### src/rtl/dlf_pkg.sv
package dlf_pkg;

    // Request codes of an input word.
    localparam logic [1:0] REQ_WEIGHT = 2'd0;
    localparam logic [1:0] REQ_BIAS   = 2'd1;
    localparam logic [1:0] REQ_INPUT  = 2'd2;

    // Configuration register indexes.
    localparam logic [1:0] CFG_MODE    = 2'd0;
    localparam logic [1:0] CFG_INPUTS  = 2'd1;
    localparam logic [1:0] CFG_NEURONS = 2'd2;

    // Activation modes.
    localparam logic [2:0] ACT_NONE    = 3'd0;
    localparam logic [2:0] ACT_RELU    = 3'd1;
    localparam logic [2:0] ACT_LEAKY   = 3'd2;
    localparam logic [2:0] ACT_ELU     = 3'd3;
    localparam logic [2:0] ACT_SOFTMAX = 3'd4;

    localparam int FRAC_BITS = 12;
    localparam int EXP_WIDTH = 34;
    localparam int SUM_WIDTH = 40;
    localparam int PRE_WIDTH = 32;

    localparam logic signed [17:0] LOG2E_Q16  = 18'sd94548;
    localparam logic signed [6:0]  LEAK_SLOPE = 7'sd41;
    localparam logic [EXP_WIDTH-1:0] EXP_MAX  = {EXP_WIDTH{1'b1}};

    typedef logic signed [PRE_WIDTH-1:0] pre_t;
    typedef logic [EXP_WIDTH-1:0] exp_t;

    // Handshake between the top level and the exponential unit.
    typedef struct packed {
        logic start;
        pre_t x;
    } exp_req_t;

    typedef struct packed {
        logic done;
        exp_t result;
    } exp_rsp_t;

    // 2^(j/16) in Q.16 for j = 0 to 16.
    function automatic logic [17:0] pow2_frac(input logic [4:0] idx);
        logic [17:0] r;
        case (idx)
            5'd0:    r = 18'd65536;
            5'd1:    r = 18'd68438;
            5'd2:    r = 18'd71468;
            5'd3:    r = 18'd74632;
            5'd4:    r = 18'd77936;
            5'd5:    r = 18'd81386;
            5'd6:    r = 18'd84990;
            5'd7:    r = 18'd88752;
            5'd8:    r = 18'd92682;
            5'd9:    r = 18'd96785;
            5'd10:   r = 18'd101070;
            5'd11:   r = 18'd105545;
            5'd12:   r = 18'd110218;
            5'd13:   r = 18'd115098;
            5'd14:   r = 18'd120194;
            5'd15:   r = 18'd125515;
            5'd16:   r = 18'd131072;
            default: r = 18'd131072;
        endcase
        return r;
    endfunction

endpackage

### src/rtl/dlf_exp.sv
module dlf_exp (
    input  logic              clk,
    input  logic              rst_n,
    input  dlf_pkg::exp_req_t req,
    output dlf_pkg::exp_rsp_t rsp
);
    import dlf_pkg::*;

    logic                v1_reg;
    logic                v2_reg;
    logic                v3_reg;
    logic signed [49:0]  prod_reg;
    logic [17:0]         m_reg;
    logic signed [5:0]   k_reg;
    logic                big_reg;
    logic                zero_reg;
    exp_t                res_reg;

    logic signed [33:0]  y;
    logic signed [21:0]  k;
    logic [3:0]          j;
    logic [7:0]          rem;
    logic [17:0]         t0;
    logic [17:0]         t1;
    logic [20:0]         step;
    logic [17:0]         m_next;
    logic [35:0]         shifted;
    logic [4:0]          sh;

    // Valid pipeline, three stages.
    always_ff @(posedge clk or negedge rst_n)
    begin
        if (!rst_n)
        begin
            v1_reg <= 1'b0;
            v2_reg <= 1'b0;
            v3_reg <= 1'b0;
        end
        else
        begin
            v1_reg <= req.start;
            v2_reg <= v1_reg;
            v3_reg <= v2_reg;
        end
    end

    // Exponent split and table interpolation.
    always_comb
    begin
        y      = prod_reg[49:16];
        k      = y[33:12];
        j      = y[11:8];
        rem    = y[7:0];
        t0     = pow2_frac({1'b0, j});
        t1     = pow2_frac(5'({1'b0, j}) + 5'd1);
        step   = 21'((t1 - t0) * rem);
        m_next = t0 + 18'(step >> 8);
    end

    // Final shift by the integer exponent.
    always_comb
    begin
        if (k_reg >= 6'sd4)
        begin
            sh      = 5'(k_reg - 6'sd4);
            shifted = 36'(m_reg) << sh;
        end
        else
        begin
            sh      = 5'(6'sd4 - k_reg);
            shifted = 36'(m_reg) >> sh;
        end
    end

    always_ff @(posedge clk)
    begin
        prod_reg <= 50'(req.x * LOG2E_Q16);
        m_reg    <= m_next;
        k_reg    <= k[5:0];
        big_reg  <= k > 22'sd21;
        zero_reg <= k < -22'sd13;
        if (big_reg)
        begin
            res_reg <= EXP_MAX;
        end
        else if (zero_reg)
        begin
            res_reg <= '0;
        end
        else if (shifted > 36'(EXP_MAX))
        begin
            res_reg <= EXP_MAX;
        end
        else
        begin
            res_reg <= shifted[EXP_WIDTH-1:0];
        end
    end

    assign rsp.done   = v3_reg;
    assign rsp.result = res_reg;

endmodule

### config.mk
export PLATFORM = sky130hd
export DESIGN_NAME = dlf_exp
export DESIGN_NICKNAME = d
export VERILOG_FILES = /design/src/rtl/dlf_pkg.sv /design/src/rtl/dlf_exp.sv
export SDC_FILE = /design/constraint.sdc
export NUM_CORES = 1
export LEC_CHECK = 0
export ABC_AREA = 0
export BUFFER_PORTS_ARGS = -buffer_cell sky130_fd_sc_hd__buf_4
export CELL_PAD_IN_SITES_DETAIL_PLACEMENT = 1
export CELL_PAD_IN_SITES_GLOBAL_PLACEMENT = 1
export CORE_MARGIN = 4
export CORE_UTILIZATION = 45
export CTS_BUF_LIST = sky130_fd_sc_hd__clkbuf_4 sky130_fd_sc_hd__clkbuf_8
export CTS_CLUSTER_SIZE = 14
export DETAILED_ROUTE_END_ITERATION = 8
export PLACE_DENSITY_LB_ADDON = 0.12
export SYNTH_ARGS = -nofsm -noshare
export SYNTH_HDL_FRONTEND = slang
export SYNTH_SLANG_ARGS = --single-unit
### constraint.sdc
create_clock -name clk -period 9.05 [get_ports clk]
set_input_delay 0.905 -clock clk [delete_from_list [all_inputs] [get_ports clk]]
set_output_delay 0.905 -clock clk [all_outputs]
set_load 0.005 [all_outputs]
==> results.md <==
- Status: completed
- DRC Markers: 0
- Synthesized flop and latch total: 113
- Routed Antenna Nets: 0
- HPWL Detailed: 42.2 mm
- Placed Instances: 2,833
- CP endpoint kind: flip-flop
- Drt initial violations: 764
- Inserted Diodes: 0
- Die Wd: 217 µm
- Max Clk Rate: 117 MHz
- Ys Warns: 0
- Top cells by count, synth: 470 x inv_1, 270 x fa_1, 269 x ha_1
- DIE AREA: 47,100 µm²
- Routed via count: 15,082
- Primary FF master, synth: dfxtp_1
- Slack of the worst reg-to-reg path: 0.53 ns
- Core ar.: 43,200 µm²
- Clock Skew: 0.0197 ns
- Part of the cycle the worst path needs: 94.1%
- Critical path class: reg -> reg
- R2r worst-path depth: 37
- H-Tree Level Count: 4
- Fin nets: 2,843
- Final Setup Violations: 0
- Hold Buf Count CTS: 0
- Most frequent cell after synthesis: inv_1
- Worst setup margin: 0.534 ns
- Max-slew violation count: 0
- Root buffer cell: clkbuf_8
- Final instance area: 21,400 µm²
- Fillers: 5,168
- Hold Fails Final Rpt: 0
- Relative slew slack: 23.5%
- Mapped Nets: 2,787
- Initial core utilization: 45.6%
- Area of the mapped netlist: 19,700 µm²
- CTS tree: done
- GRT Total Usage: 21.9%
- Vias/cell: 5.26
- Min-delay worst type: in -> async
- Startpoint types: flip-flop
- Pin count of the biggest net entering global routing: 45
- Actual slew at the worst max-slew pin: 1.14 ns
- Mapped Avg Cell Area: 8.89 µm²
- Reg clk slew, reported paths: 0.07 ns
- Vias in the first global route: 16,372
- Post-route insts no fill: 2,866
- Asr flop ratio synth: 2.65%
- Placed cell area: 20,900 µm²
- Slowest CP cell: or4_1
- Sink Count: 113
- Yosys top cell by area: fa_1
- Die height: 217 µm
- Maxcap violations: 0
- CP Data Arrival Time: 8.85 ns
- Worst reg2reg path endpoint: m_reg[14]
- Netlist cell types: 78
- Setup TNS: 0 ns
- Dpl ws: 0.00415 ns
- Area Overhead vs Synth: 8.78%
- Final wirelength: 50.6 mm
- Reg2reg start: prod_reg[25]
- Post-synth EDFFs: 0
- Initial antenna violation count: 0
- Layout cells sized above 1: 8.42%
- First-pass GRT wire length: 84.6 mm
- Delay-heaviest family, CP: adder cells
- Mapped Cells: 2,213
- Synth top area cells: fa_1 27%, ha_1 17%, dfxtp_1 11%, inv_1 9.0%, xnor2_1 4.0%
- Critical path buffer and inverter count: 4
- Port Buffers: 69
- Gpl congestion: 0.876
- Row Count: 76
- I/O pin cnt: 70
- Min Tclk post-route: 8.52 ns
- Total CTS buffers: 17
- Routed len/inst: 17.6 µm
- Proportion of synthesized chip area in sequential cells: 11.6%
- Max Fanout on Critical Path: 10
- Worst-Skew Late Latency: 0.45 ns
- WP data required: 9.38 ns
- Synth top area share: 27.5%
- Grt ovf: 0
- Drt pass-1 iters: 6
- CTS max path bufs: 2
- Max incr delay on CP: 0.55 ns
## layer usage
| layer | up-vias | track usage [%] | part of all wire [%] | wire length [µm] |
|---|---|---|---|---|
| li1 | 7254 | - | - | - |
| met1 | 7589 | 31.2 | 48 | 24300 |
| met2 | 196 | 37.3 | 48 | 24400 |
| met3 | 43 | 1.72 | 2.2 | 1110 |
| met4 | 0 | 3.96 | 1.4 | 684 |
| met5 | - | 0 | 0 | 0 |
## kinds of logic (layout without fill, tap and decap cells)
logic type                 Yosys count  after routing  share of synthesized area, %
muxes                               57             57                          3.59
xor gates and xnor gates           113            113                          5.07
buffers and inverters              541            609                          10.4
AOI/OAI and AO/OA                  378            378                          12.7
and+or+nand+nor                    472            472                          12.0
DFF                                113            113                          11.6
adders and majority gates          539            539                          44.6
## placed cells by master, fill, tap and decap left out, types with 8 or more instances in the layout
cell type | Yosys | final
inv_1 | 470 | 470
a21o_1 | 26 | 26
nand2_1 | 119 | 118
and2_1 | 94 | 94
nor3_1 | 19 | 19
a221oi_1 | 13 | 13
o21ai_0 | 69 | 67
o22ai_1 | 14 | 14
mux4_2 | 10 | 10
xnor2_1 | 89 | 87
o21ai_1 | 6 | 8
dfxtp_1 | 110 | 107
o21a_1 | 17 | 17
clkbuf_8 | 0 | 17
nand2b_1 | 20 | 20
and3_1 | 19 | 19
a31oi_1 | 13 | 13
a21oi_1 | 103 | 102
xor2_1 | 23 | 23
mux2_2 | 9 | 9
nor2_1 | 103 | 102
fa_1 | 270 | 270
buf_4 | 2 | 103
o21bai_1 | 35 | 35
nor2b_1 | 33 | 33
mux2i_1 | 38 | 38
a211oi_1 | 18 | 17
nand4_1 | 10 | 10
nand3_1 | 30 | 30
ha_1 | 269 | 267
## per-stage QoR
step / hold WS [ns] / utilization [%]
after global routing: 0.200 / 49.6
final: 0.232 / 49.6
after CTS: 0.194 / 49.4
after global placement: 0.336 / 48.4
after floorplan: 0.331 / -
after detailed placement: 0.340 / 48.4
## worst reg2reg max path, delay by kind of cell, from the launching register on
family                     cells  cell delay [ns]
adders and majority gates      8             3.11
AOI/OAI and AO/OA             12             2.24
buffers and inverters          4             0.35
and+or+nand+nor               10             1.83
xor gates and xnor gates       3             0.43
DFF                            1             0.45
## worst max-delay path by stage
stage	depth (start not counted)	start	slack [ns]	end
6_report	37	prod_reg[25]	0.53	m_reg[14]
5_1_grt	38	prod_reg[25]	-0.03	m_reg[14]
4_1_cts	32	prod_reg[25]	0.09	m_reg[17]
3_5_place_dp	34	prod_reg[25]	0.004	m_reg[15]
3_3_place_gp	33	prod_reg[25]	0.39	m_reg[15]
2_1_floorplan	36	prod_reg[24]	0.82	m_reg[15]
## area by class of cell
| type | instances | area (µm²) | share of cell area (%) |
|---|---|---|---|
| clock buffers | 21 | 264 | 1.23 |
| clock inverters | 10 | 163 | 0.760 |
| inverters | 475 | 1780 | 8.33 |
| multi-input cells | 1559 | 15400 | 72.0 |
| flip-flops and latches | 113 | 2280 | 10.7 |
| well taps | 585 | 732 | 3.42 |
| repair buffers | 103 | 773 | 3.61 |
## repair_timing
action,4_1_cts,5_1_grt
pin swaps,0,2
resized for setup,1,16
setup endpoints to repair,4,10
buffers inserted,0,2
Power is not shown: default switching activity piles up to over one toggle a cycle in this logic, so the estimate is an artifact.
